<file path="src/tcw_pkg.sv">
`timescale 1ns / 1ps
// Shared types, codes and helper functions for the tagged control word sequencer.
// Depends on nothing; every other source file imports it.

package tcw_pkg;

    localparam int unsigned CFG_ADDR_W = 4;
    localparam int unsigned CFG_DATA_W = 32;

    // Register indexes on the configuration port (byte address 4 * index).
    localparam logic [1:0] REG_FIRST_SLAVE  = 2'd0;
    localparam logic [1:0] REG_SECOND_SLAVE = 2'd1;
    localparam logic [1:0] REG_TARGET       = 2'd2;

    // Reset values of the configuration registers.
    localparam logic [3:0] FIRST_SLAVE_RST  = 4'd6;
    localparam logic [3:0] SECOND_SLAVE_RST = 4'd7;
    localparam logic [4:0] TARGET_RST       = 5'd1;

    // RFFE register-write command code.
    localparam logic [2:0] RFFE_CMD_WRITE = 3'b010;

    typedef enum logic [1:0] {
        KIND_CTRL   = 2'd0,
        KIND_FRAME1 = 2'd1,
        KIND_FRAME2 = 2'd2
    } tcw_kind_t;

    typedef struct packed {
        logic [3:0] first_slave_id;
        logic [3:0] second_slave_id;
        logic [4:0] target_register;
    } tcw_cfg_t;

    // Everything one completed sequence produces.
    typedef struct packed {
        logic [7:0]  dac_code;
        logic        main_ldo_on;
        logic        aux_ldo_on;
        logic [7:0]  switch_pattern;
        logic [23:0] frame1_word;
        logic [23:0] frame2_word;
    } tcw_result_set_t;

    // Odd parity bit over the command header and over the data byte.
    function automatic logic [23:0] build_frame(input logic [3:0] usid,
                                                input logic [4:0] addr,
                                                input logic [6:0] data);
        logic [11:0] head;
        head = {usid, RFFE_CMD_WRITE, addr};
        return {head, ~(^head), 1'b0, data, ~(^data), 2'b00};
    endfunction

    // A switch field whose low bit is set contributes nothing.
    function automatic logic [7:0] switch_map(input logic [5:0] fields);
        logic [7:0] pat;
        pat = 8'h00;
        if (!fields[3])
        begin
            pat[7:6] = fields[5:4];
        end
        if (!fields[0])
        begin
            pat[5:4] = fields[2:1];
        end
        return pat;
    endfunction

endpackage

</file>
<file path="src/tcw_cfg_regs.sv">
`timescale 1ns / 1ps
// Configuration register file behind the APB-style port.
// Depends on tcw_pkg for register indexes, reset values and the config struct.

module tcw_cfg_regs
    import tcw_pkg::*;
(
    input  logic                  clk,
    input  logic                  rst_n,
    input  logic                  psel,
    input  logic                  penable,
    input  logic                  pwrite,
    input  logic [CFG_ADDR_W-1:0] paddr,
    input  logic [CFG_DATA_W-1:0] pwdata,
    output logic [CFG_DATA_W-1:0] prdata,
    output logic                  pready,
    output tcw_cfg_t              cfg
);

    tcw_cfg_t   cfg_reg;
    logic       wr_en;
    logic [1:0] reg_idx;

    assign pready  = 1'b1;
    assign reg_idx = paddr[3:2];
    assign wr_en   = psel && penable && pwrite && pready;
    assign cfg     = cfg_reg;

    always_ff @(posedge clk or negedge rst_n)
    begin
        if (!rst_n)
        begin
            cfg_reg.first_slave_id  <= FIRST_SLAVE_RST;
            cfg_reg.second_slave_id <= SECOND_SLAVE_RST;
            cfg_reg.target_register <= TARGET_RST;
        end
        else if (wr_en)
        begin
            case (reg_idx)
                REG_FIRST_SLAVE:  cfg_reg.first_slave_id  <= pwdata[3:0];
                REG_SECOND_SLAVE: cfg_reg.second_slave_id <= pwdata[3:0];
                REG_TARGET:       cfg_reg.target_register <= pwdata[4:0];
                default:          ;
            endcase
        end
    end

    always_comb
    begin
        prdata = '0;
        case (reg_idx)
            REG_FIRST_SLAVE:  prdata[3:0] = cfg_reg.first_slave_id;
            REG_SECOND_SLAVE: prdata[3:0] = cfg_reg.second_slave_id;
            REG_TARGET:       prdata[4:0] = cfg_reg.target_register;
            default:          prdata = '0;
        endcase
    end

endmodule

</file>
<file path="src/tcw_receiver.sv">
`timescale 1ns / 1ps
// Five-phase tag receiver that collects the control bytes and builds the result set.
// Depends on tcw_pkg for the config and result structs and the frame helpers.

module tcw_receiver
    import tcw_pkg::*;
(
    input  logic            clk,
    input  logic            rst_n,
    input  logic            accept,
    input  logic [7:0]      port_value,
    input  tcw_cfg_t        cfg,
    output logic            at_final,
    output logic            done,
    output tcw_result_set_t result_set
);

    typedef enum logic [2:0] {
        PH_SWITCH = 3'd0,
        PH_DAC_LO = 3'd1,
        PH_DAC_HI = 3'd2,
        PH_DATA1  = 3'd3,
        PH_DATA2  = 3'd4
    } phase_t;

    phase_t     phase_reg, phase_next;
    logic [5:0] switch_fields_reg, switch_fields_next;
    logic [5:0] dac_low_reg, dac_low_next;
    logic [3:0] dac_high_ldo_reg, dac_high_ldo_next;
    logic [6:0] data1_reg, data1_next;
    logic [1:0] tag;

    assign tag      = port_value[7:6];
    assign at_final = (phase_reg == PH_DATA2);

    always_comb
    begin
        phase_next         = phase_reg;
        switch_fields_next = switch_fields_reg;
        dac_low_next       = dac_low_reg;
        dac_high_ldo_next  = dac_high_ldo_reg;
        data1_next         = data1_reg;
        done               = 1'b0;
        if (accept)
        begin
            case (phase_reg)
                PH_SWITCH:
                begin
                    if (tag == 2'b11)
                    begin
                        switch_fields_next = port_value[5:0];
                        phase_next         = PH_DAC_LO;
                    end
                end
                PH_DAC_LO:
                begin
                    if (tag == 2'b10)
                    begin
                        dac_low_next = port_value[5:0];
                        phase_next   = PH_DAC_HI;
                    end
                end
                PH_DAC_HI:
                begin
                    if (tag == 2'b01)
                    begin
                        dac_high_ldo_next = port_value[3:0];
                        phase_next        = PH_DATA1;
                    end
                end
                PH_DATA1:
                begin
                    if (port_value[7])
                    begin
                        data1_next = port_value[6:0];
                        phase_next = PH_DATA2;
                    end
                end
                PH_DATA2:
                begin
                    if (!port_value[7])
                    begin
                        done       = 1'b1;
                        phase_next = PH_SWITCH;
                    end
                end
                default:
                begin
                    phase_next = PH_SWITCH;
                end
            endcase
        end
    end

    // The result set is only taken by the queue on the completing word.
    always_comb
    begin
        result_set.dac_code       = {dac_high_ldo_reg[3:2], dac_low_reg};
        result_set.main_ldo_on    = dac_high_ldo_reg[1];
        result_set.aux_ldo_on     = dac_high_ldo_reg[0];
        result_set.switch_pattern = switch_map(switch_fields_reg);
        result_set.frame1_word    = build_frame(cfg.first_slave_id, cfg.target_register,
                                                data1_reg);
        result_set.frame2_word    = build_frame(cfg.second_slave_id, cfg.target_register,
                                                port_value[6:0]);
    end

    always_ff @(posedge clk or negedge rst_n)
    begin
        if (!rst_n)
        begin
            phase_reg         <= PH_SWITCH;
            switch_fields_reg <= '0;
            dac_low_reg       <= '0;
            dac_high_ldo_reg  <= '0;
            data1_reg         <= '0;
        end
        else
        begin
            phase_reg         <= phase_next;
            switch_fields_reg <= switch_fields_next;
            dac_low_reg       <= dac_low_next;
            dac_high_ldo_reg  <= dac_high_ldo_next;
            data1_reg         <= data1_next;
        end
    end

endmodule

</file>
<file path="src/tcw_result_queue.sv">
`timescale 1ns / 1ps
// Result register that holds one completed set and hands out its three words in order.
// Depends on tcw_pkg for the result set struct and the kind codes.

module tcw_result_queue
    import tcw_pkg::*;
(
    input  logic            clk,
    input  logic            rst_n,
    input  logic            load,
    input  tcw_result_set_t result_set,
    input  logic            out_stall,
    output logic            busy,
    output logic            out_valid,
    output logic [1:0]      kind,
    output logic [7:0]      dac_code,
    output logic            main_ldo_on,
    output logic            aux_ldo_on,
    output logic [7:0]      switch_pattern,
    output logic [23:0]     frame_word,
    output logic            last
);

    tcw_result_set_t set_reg;
    tcw_kind_t       idx_reg, idx_next;
    logic            busy_reg, busy_next;
    logic            take;

    assign busy      = busy_reg;
    assign out_valid = busy_reg;
    assign take      = busy_reg && !out_stall;

    always_comb
    begin
        idx_next  = idx_reg;
        busy_next = busy_reg;
        if (load)
        begin
            idx_next  = KIND_CTRL;
            busy_next = 1'b1;
        end
        else if (take)
        begin
            case (idx_reg)
                KIND_CTRL:   idx_next = KIND_FRAME1;
                KIND_FRAME1: idx_next = KIND_FRAME2;
                KIND_FRAME2:
                begin
                    idx_next  = KIND_CTRL;
                    busy_next = 1'b0;
                end
                default:
                begin
                    idx_next  = KIND_CTRL;
                    busy_next = 1'b0;
                end
            endcase
        end
    end

    always_ff @(posedge clk or negedge rst_n)
    begin
        if (!rst_n)
        begin
            idx_reg  <= KIND_CTRL;
            busy_reg <= 1'b0;
        end
        else
        begin
            idx_reg  <= idx_next;
            busy_reg <= busy_next;
        end
    end

    always_ff @(posedge clk)
    begin
        if (load)
        begin
            set_reg <= result_set;
        end
    end

    always_comb
    begin
        kind           = idx_reg;
        dac_code       = '0;
        main_ldo_on    = 1'b0;
        aux_ldo_on     = 1'b0;
        switch_pattern = '0;
        frame_word     = '0;
        last           = 1'b0;
        case (idx_reg)
            KIND_CTRL:
            begin
                dac_code       = set_reg.dac_code;
                main_ldo_on    = set_reg.main_ldo_on;
                aux_ldo_on     = set_reg.aux_ldo_on;
                switch_pattern = set_reg.switch_pattern;
            end
            KIND_FRAME1: frame_word = set_reg.frame1_word;
            KIND_FRAME2:
            begin
                frame_word = set_reg.frame2_word;
                last       = 1'b1;
            end
            default: kind = KIND_CTRL;
        endcase
    end

    // A new set must never overwrite one that is still being delivered.
    a_no_load_while_busy: assert property (@(posedge clk) disable iff (!rst_n)
        load |-> !busy_reg)
        else $error("result set loaded while previous set still pending");

    // Taking the last word of a set frees the register.
    a_last_frees: assert property (@(posedge clk) disable iff (!rst_n)
        (take && idx_reg == KIND_FRAME2 && !load) |=> !busy_reg)
        else $error("queue still busy after last word was taken");

    // A stalled word keeps its position in the set.
    a_stall_holds_idx: assert property (@(posedge clk) disable iff (!rst_n)
        (busy_reg && out_stall && !load) |=> ($stable(idx_reg) && busy_reg))
        else $error("word index moved while output stalled");

    // The first word after a load is always the control update.
    a_load_starts_ctrl: assert property (@(posedge clk) disable iff (!rst_n)
        load |=> (busy_reg && idx_reg == KIND_CTRL))
        else $error("set did not start with the control update");

endmodule

</file>
<file path="src/tagged_control_word_rffe_sequencer_top.sv">
`timescale 1ns / 1ps
// Top level of the tagged control word sequencer.
// Depends on tcw_pkg, tcw_cfg_regs, tcw_receiver and tcw_result_queue.
//
// Usage:
// The input channel (in_valid, in_stall, port_value) carries one sample of the
// parallel port per word. A word is taken at each rising edge where in_valid is
// high and in_stall is low; one word can be taken every cycle.
// The receiver walks five phases (switch byte, DAC low, DAC high and LDO enables,
// first RFFE data, second RFFE data) and ignores any word whose tag does not fit.
// The word that completes the second data phase produces three output words:
// the control update, then the first and the second RFFE register-write frames.
// The output channel (out_valid, out_stall and the result fields) presents them
// starting the cycle after that word is taken, one per cycle while not stalled.
// Results are held in a single result register set. A sequence needs at least
// five input words, so a set is normally drained long before the next one
// completes; in_stall is raised only while a set is still pending and the
// receiver waits for its final word, which keeps the input flowing otherwise.
// When the downstream side stalls the output (out_stall high), the presented word holds unchanged.
// Reset (rst_n low, asynchronous) returns the receiver to the switch phase, empties
// the result register and loads the slave ids 6 and 7 and target register 1.
// Configuration registers sit at byte addresses 0, 4 and 8 of the APB port.

module tagged_control_word_rffe_sequencer_top
    import tcw_pkg::*;
(
    input  logic                  clk,
    input  logic                  rst_n,
    // APB-style configuration port
    input  logic                  psel,
    input  logic                  penable,
    input  logic                  pwrite,
    input  logic [CFG_ADDR_W-1:0] paddr,
    input  logic [CFG_DATA_W-1:0] pwdata,
    output logic [CFG_DATA_W-1:0] prdata,
    output logic                  pready,
    // Input channel
    input  logic                  in_valid,
    output logic                  in_stall,
    input  logic [7:0]            port_value,
    // Output channel
    output logic                  out_valid,
    input  logic                  out_stall,
    output logic [1:0]            kind,
    output logic [7:0]            dac_code,
    output logic                  main_ldo_on,
    output logic                  aux_ldo_on,
    output logic [7:0]            switch_pattern,
    output logic [23:0]           frame_word,
    output logic                  last
);

    tcw_cfg_t        cfg;
    tcw_result_set_t result_set;
    logic            accept;
    logic            at_final;
    logic            done;
    logic            busy;

    // Stall only when the next word could complete a set while one is pending.
    assign in_stall = busy && at_final;
    assign accept   = in_valid && !in_stall;

    tcw_cfg_regs u_cfg (
        .clk     (clk),
        .rst_n   (rst_n),
        .psel    (psel),
        .penable (penable),
        .pwrite  (pwrite),
        .paddr   (paddr),
        .pwdata  (pwdata),
        .prdata  (prdata),
        .pready  (pready),
        .cfg     (cfg)
    );

    tcw_receiver u_rx (
        .clk        (clk),
        .rst_n      (rst_n),
        .accept     (accept),
        .port_value (port_value),
        .cfg        (cfg),
        .at_final   (at_final),
        .done       (done),
        .result_set (result_set)
    );

    tcw_result_queue u_queue (
        .clk            (clk),
        .rst_n          (rst_n),
        .load           (done),
        .result_set     (result_set),
        .out_stall      (out_stall),
        .busy           (busy),
        .out_valid      (out_valid),
        .kind           (kind),
        .dac_code       (dac_code),
        .main_ldo_on    (main_ldo_on),
        .aux_ldo_on     (aux_ldo_on),
        .switch_pattern (switch_pattern),
        .frame_word     (frame_word),
        .last           (last)
    );

endmodule
</file>
<file path="config.mk">
export PLATFORM = sky130hd
export DESIGN_NAME = tagged_control_word_rffe_sequencer_top
export DESIGN_NICKNAME = d
export VERILOG_FILES = /design/src/tcw_pkg.sv /design/src/tcw_cfg_regs.sv /design/src/tcw_receiver.sv /design/src/tcw_result_queue.sv /design/src/tagged_control_word_rffe_sequencer_top.sv
export SDC_FILE = /design/constraint.sdc
export NUM_CORES = 1
export LEC_CHECK = 0
export BUFFER_PORTS_ARGS = -buffer_cell sky130_fd_sc_hd__buf_2
export CAP_MARGIN = 20
export CORE_MARGIN = 2
export CORE_UTILIZATION = 50
export CTS_BUF_LIST = sky130_fd_sc_hd__clkbuf_8 sky130_fd_sc_hd__clkbuf_16
export CTS_CLUSTER_DIAMETER = 60
export CTS_CLUSTER_SIZE = 28
export DETAILED_ROUTE_END_ITERATION = 8
export PLACE_DENSITY = 0.87
export SETUP_SLACK_MARGIN = 0.5
export SYNTH_ARGS = -nofsm -noshare
export SYNTH_HDL_FRONTEND = slang
export SYNTH_HIERARCHICAL = 1
export SYNTH_SLANG_ARGS = --single-unit
</file>
<file path="constraint.sdc">
create_clock -name clk -period 10.7 [get_ports clk]
set_input_delay 2.14 -clock clk [delete_from_list [all_inputs] [get_ports clk]]
set_output_delay 2.14 -clock clk [all_outputs]
set_load 0.02 [all_outputs]
</file>
# [Word-level counts from Yosys, hierarchy flattened]
# Index checks and enable logic that the tools add are counted.
[word_totals] memories=0 reg_bits=92 rom_bits=0 in_bits=51 ram_bits=0 latchBits=0
[classes] n_bitwise=4 n_mul=0 add_sub_neg=0 shift=0 order_cmp=0 eq_ne=17 div=0 reduce_logical=26 mux=24
[op_table] op="one-hot mux 24 bit (2 select lines)" n=1
[op_table] op="parity 12 bit" n=2
[op_table] op="2-to-1 mux 8 bit" n=2
[op_table] op="2-to-1 mux 3 bit" n=5
[op_table] op="one-hot mux 3 bit (5 select lines)" n=1
[op_table] op="parity 7 bit" n=2
[op_table] op="one-hot mux 4 bit (3 select lines)" n=1
[op_table] op="AND reduction 3 bit" n=4
[op_table] op="2-to-1 mux 1 bit" n=10
[op_table] op="== test 2 bit (second input constant)" n=4
[op_table] op="!= test 2 x 1 -> 1 bit (second input constant)" n=4
[op_table] op="AND reduction 2 bit" n=4
[op_table] op="== test 2 x 1 -> 1 bit (second input constant)" n=3
[op_table] op="== test 3 x 2 -> 1 bit (second input constant)" n=2
[op_table] op="2-to-1 mux 2 bit" n=3
[op_table] op="AND reduction 6 bit" n=1
[op_table] op="logical AND 1 bit" n=5
[op_table] op="logical NOT 2 bit" n=2
[op_table] op="!= test 2 bit (second input constant)" n=2
[op_table] op="NOT 1 bit" n=4
[op_table] op="one-hot mux 2 bit (2 select lines)" n=1
[op_table] op="== test 3 x 1 -> 1 bit (second input constant)" n=1
[op_table] op="== test 3 bit (second input constant)" n=1
[op_table] op="logical NOT 3 bit" n=1
[op_table] op="4 further kinds" n=5

# [Longest topological paths before layout]
[logic_depth] word_depth=7 depth_mapped=9 ltp_nobuf=7

# [By module]
# Netlist, hierarchy kept.
[modules_own_cells] module="tcw_result_queue" instances=1 area_per_inst_um2=2730.1 cells_each=161 seq_area_each_um2=2057.0
[modules_own_cells] module="tcw_receiver" instances=1 area_per_inst_um2=1625.3 cells_each=143 seq_area_each_um2=650.6
[modules_own_cells] module="tcw_cfg_regs" instances=1 area_per_inst_um2=840.8 cells_each=75 seq_area_each_um2=332.8
[modules_own_cells] module="tagged_control_word_rffe_sequencer_top" instances=1 area_per_inst_um2=13.8 cells_each=2 seq_area_each_um2=0.0

# [Least setup slack after synthesis]
# No wires, ideal clock.
[synth_path] kind="input -> output" start="input port paddr[3]" end="output port prdata[2]" cell_stages=3 path_buffers=1 arrival_ns=2.900 slack_ns=5.660 cell_sequence="buf_2 mux2i_1 o21ai_0"
[synth_via] elab_chain_cells=2 word_cells_on_any_way=4 classes_between="eq/ne: 2; mux: 1; reduce/logical: 1"
[synth_rtl] element="start: declaration" line_no="tagged_control_word_rffe_sequencer_top.sv:33" text="input logic [CFG_ADDR_W-1:0] paddr,"
[synth_rtl] element="== test 2 bit (tied with other cells)" line_no="tcw_cfg_regs.sv:51" text="case (reg_idx)"
[synth_rtl] element="one-hot mux 4 bit (3 select lines) (*)" line_no="tcw_cfg_regs.sv:51"
[synth_rtl] element="end: declaration" line_no="tagged_control_word_rffe_sequencer_top.sv:35" text="output logic [CFG_DATA_W-1:0] prdata,"
# Every way passes the cells marked *; elsewhere a longest branch is shown, timed or not.

# [Final worst setup path]
[layout_path] start="input port paddr[2]" end="output port prdata[0]"
# The elaborated chain is that of the path after synthesis.

==> impl_table.tex <==
\begin{tabular}{lr}
\hline
Metric & Value \\
\hline
\multicolumn{2}{l}{\textbf{Run status}} \\
\quad Result of the run & finished, final reports clean \\
\multicolumn{2}{l}{\textbf{Global routing}} \\
\quad First-pass GRT wire length & 13800 microns \\
\quad GRT Util Overall & 0.160 \\
\quad Number of global-route vias before repair & 2751 \\
\quad Initial antenna violation count & 0 \\
\quad Pin count of the biggest net entering global routing & 57 \\
\quad Total gr overflow & 0 \\
\multicolumn{2}{l}{\textbf{Setup path}} \\
\quad Start of the worst register-to-register path & u\_rx/phase\_reg[1] \\
\quad Critical path startpoint & paddr[2] \\
\quad Type of the worst setup path & input port to primary output \\
\quad Crit path launch type & input port \\
\quad Worst setup EP type & primary output \\
\quad Data required time of the critical path & 8.56 ns \\
\quad Crit-path max FO & 9 \\
\quad Arrival time of data at the critical path endpoint & 3.00 ns \\
\multicolumn{2}{l}{\textbf{Final layout}} \\
\quad Inserted Diodes & 0 \\
\quad Layout-stage area growth over the synthesis result & 5.67\% \\
\quad Fill cell count & 841 \\
\quad Fraction of final layout cells sized beyond drive strength 1 & 0.325 \\
\quad Sequential Area & 0.00304 sq mm \\
\quad Number of nets in the layout & 480 \\
\quad Flip-flop count of the largest register, all copies and words added & 66 \\
\quad Area of the multi-input gates & 0.00169 sq mm \\
\multicolumn{2}{l}{\textbf{Clock network}} \\
\quad Sinks on the clock net & 108 \\
\quad Clock Tree Buf Depth & 2 \\
\quad Count of hold buffers inserted by post-cts repair & 0 \\
\quad Quantity of gates resized following cts & 0 \\
\quad Clock-pin slew on the worst setup and hold paths & 0.09 ns \\
\quad CTS tree & yes \\
\quad H-tree levels & 3 \\
\quad Total clock buffers created by CTS & 9 \\
\quad Buffer count from post-CTS setup fixing & 0 \\
\quad Worst-skew pair later-pin latency & 0.38 ns \\
\quad Clock root cell & sky130\_fd\_sc\_hd\_\_clkbuf\_8 \\
\multicolumn{2}{l}{\textbf{Die}} \\
\quad I/O pin cnt & 131 \\
\quad Area of the placeable core & 0.0102 sq mm \\
\quad Vertical die dimension & 106 microns \\
\quad Count of standard-cell rows & 37 \\
\quad Area of the die & 0.0113 sq mm \\
\quad Die Wd & 106 microns \\
\quad Starting utilization of the core area & 0.509 \\
\multicolumn{2}{l}{\textbf{Synthesis}} \\
\quad Post-synthesis instance area & 0.00521 sq mm \\
\quad Cell count after synthesis & 381 \\
\quad Number of enable flip-flop cells after synthesis & 66 \\
\quad Most common library cells after synthesis & sky130\_fd\_sc\_hd\_\_buf\_4, sky130\_fd\_sc\_hd\_\_edfxtp\_1, sky130\_fd\_sc\_hd\_\_dfrtp\_1 \\
\quad Synth warn & 6 \\
\quad Share of the synthesized area in the top cell type & 0.380 \\
\quad Number of library cell types mapped by synthesis & 39 \\
\quad \#FFs+latches synth & 108 \\
\quad Commonest register cell after synthesis & sky130\_fd\_sc\_hd\_\_edfxtp\_1 \\
\quad Fraction of registers with async set/reset & 0.389 \\
\quad Average cell area after synthesis & 13.7 sq um \\
\quad Most frequent cell after synthesis & sky130\_fd\_sc\_hd\_\_buf\_4 \\
\quad Share of the yosys chip area belonging to registers & 0.584 \\
\quad Most area-hungry cell type in the Yosys netlist & sky130\_fd\_sc\_hd\_\_edfxtp\_1 \\
\quad Top cells by area, synth & sky130\_fd\_sc\_hd\_\_edfxtp\_1, sky130\_fd\_sc\_hd\_\_dfrtp\_1, sky130\_fd\_sc\_hd\_\_buf\_4 \\
\multicolumn{2}{l}{\textbf{Power and ir drop}} \\
\quad Fraction of power consumed by the clock network & 0.205 \\
\quad Switching component of the power & 0.450 mW \\
\quad Reported leakage power & 2.32 nW \\
\quad Fraction of power spent switching nets & 0.340 \\
\quad Cell-internal power & 0.875 mW \\
\quad Part of the power in registers & 0.445 \\
\quad Logic pwr share & 0.351 \\
\quad Peak supply drop & 0.0868 mV \\
\quad Post-layout power & 1.32 mW \\
\quad Ratio of total power to cell area & 241 mW/mm\^{}2 \\
\multicolumn{2}{l}{\textbf{Route}} \\
\quad Drt drc & 0 \\
\quad Routed via count & 2738 \\
\quad DRC violation total after the first TritonRoute iteration & 188 \\
\quad DRT antenna net count & 0 \\
\quad DR WL/cell & 15.0 microns \\
\quad Number of optimization iterations in the first detailed-route pass & 4 \\
\quad Detailed-route vias per instance & 4.85 \\
\quad Wire length after detailed routing & 8450 microns \\
\multicolumn{2}{l}{\textbf{Timing}} \\
\quad Max Slew Vio Count & 0 \\
\quad Final worst-path cycle share & 0.480 \\
\quad Post-route setup TNS & 0 ns \\
\quad Actual slew at the worst max-slew pin & 1.05 ns \\
\quad Worst clock skew & 0.00892 ns \\
\quad Final setup slack of the worst path & 5.56 ns \\
\quad Setup repair after global routing missed its margin & no \\
\quad Hold Violations, Final & 0 \\
\quad Final worst path period need & 5.14 ns \\
\quad Top achievable clock speed & 195 MHz \\
\quad Worst slew margin relative to its limit & 0.299 \\
\quad Setup violators final & 0 \\
\multicolumn{2}{l}{\textbf{Placed design}} \\
\quad Minimum setup slack after placement & 5.60 ns \\
\quad Last weighted congestion value of the routability-driven placer & 0.853 \\
\quad Sum of net half-perimeters after detailed placement & 5800 microns \\
\quad Port-buffer cells & 73 \\
\multicolumn{2}{l}{\textbf{Hold path}} \\
\quad Startpoint of the lowest-slack hold path & u\_rx/dac\_low\_reg[5] \\
\quad Worst hold path class & flop to flop \\
\multicolumn{2}{l}{\textbf{Flow run}} \\
\quad Maximum capacitance violations & 0 \\
\hline
\end{tabular}
-- metal layers --
layer	global-route usage	wire length, microns	vias to the layer above
li1	-	-	1309
met1	0.206	3710	1339
met2	0.253	4170	80
met3	0.0515	427	10
met4	0.0620	147	0
met5	0	0	-
-- critical path, stage by stage --
cell                      delay, ns
sky130_fd_sc_hd__buf_2         0.17
sky130_fd_sc_hd__nor2b_1       0.30
sky130_fd_sc_hd__nand2_1       0.10
sky130_fd_sc_hd__o21ai_0       0.09
sky130_fd_sc_hd__buf_2         0.20
-- path summary, 6_finish.rpt --
check / end / slack, ns / cells past startpoint
min reg2reg: u_queue/set_reg[63] / 0.45 / 0
max reg2reg: u_queue/idx_reg[1] / 7.64 / 8
max: prdata[0] / 5.56 / 5
max in group asynchronous: u_rx/dac_low_reg[0] / 8.20 / 1
min: u_queue/set_reg[63] / 0.45 / 0
min in group asynchronous: u_rx/data1_reg[1] / 1.91 / 1
-- through the flow --
stage | util | cells | hold WS [ns] | cell area (sq um)
2_1_floorplan | - | 421 | 0.419 | 5360
3_3_place_gp | 0.516 | 548 | 0.424 | 5280
3_5_place_dp | 0.516 | 548 | 0.428 | 5280
4_1_cts | 0.538 | 564 | 0.451 | 5510
5_1_grt | 0.538 | 564 | 0.470 | 5510
6_report | 0.538 | 564 | 0.455 | 5510
-- cell usage in the layout (no fill, tap or decap), types with 2 or more instances in the layout --
master,n
sky130_fd_sc_hd__buf_2,73
sky130_fd_sc_hd__edfxtp_1,66
sky130_fd_sc_hd__conb_1,44
sky130_fd_sc_hd__dfrtp_1,36
sky130_fd_sc_hd__mux2_2,32
sky130_fd_sc_hd__nor2b_1,31
sky130_fd_sc_hd__a22oi_1,24
sky130_fd_sc_hd__and2_1,20
sky130_fd_sc_hd__xnor2_1,19
sky130_fd_sc_hd__clkbuf_8,9
sky130_fd_sc_hd__o21ai_0,7
sky130_fd_sc_hd__nand2_1,6
sky130_fd_sc_hd__dfstp_2,6
sky130_fd_sc_hd__ha_1,6
sky130_fd_sc_hd__mux2i_1,4
sky130_fd_sc_hd__mux2_4,4
sky130_fd_sc_hd__nor2_1,4
sky130_fd_sc_hd__xor2_1,4
sky130_fd_sc_hd__inv_1,3
sky130_fd_sc_hd__nand4_2,3
sky130_fd_sc_hd__bufinv_16,2
sky130_fd_sc_hd__clkinv_4,2
sky130_fd_sc_hd__nand4bb_1,2
sky130_fd_sc_hd__o31ai_1,2
sky130_fd_sc_hd__and2b_1,2
-- power by group through the flow --
stage / clock network (mW) / registers (mW) / logic (mW)
after floorplan: 0 / 0.580 / 0.408
after global placement: 0 / 0.591 / 0.453
after detailed placement: 0 / 0.599 / 0.467
after CTS: 0.276 / 0.589 / 0.469
after global routing: 0.291 / 0.599 / 0.510
final: 0.271 / 0.589 / 0.465
-- kinds of logic (layout without fill, tap and decap cells) --
| family | Yosys count | count (layout) | synth area share |
|---|---|---|---|
| compound gates | 36 | 36 | 0.0485 |
| xor+xnor | 24 | 24 | 0.0430 |
| fa+ha+maj | 6 | 6 | 0.0144 |
| buf+inv | 86 | 93 | 0.122 |
| flops | 108 | 108 | 0.584 |
| mux | 40 | 40 | 0.0884 |
| other cells | 4 | 44 | 0.00288 |
| simple gates | 77 | 77 | 0.0977 |
-- layout make-up --
cell class | count | area share
Multi-Input combinational cell | 227 | 0.307
Sequential cell | 108 | 0.552
Clock inverter | 7 | 0.0180
Inverter | 3 | 0.00205
Timing Repair Buffer | 74 | 0.0677
Tap cell | 136 | 0.0309
Clock buffer | 9 | 0.0225
No activity file was read; power rests on OpenSTA's default activity.
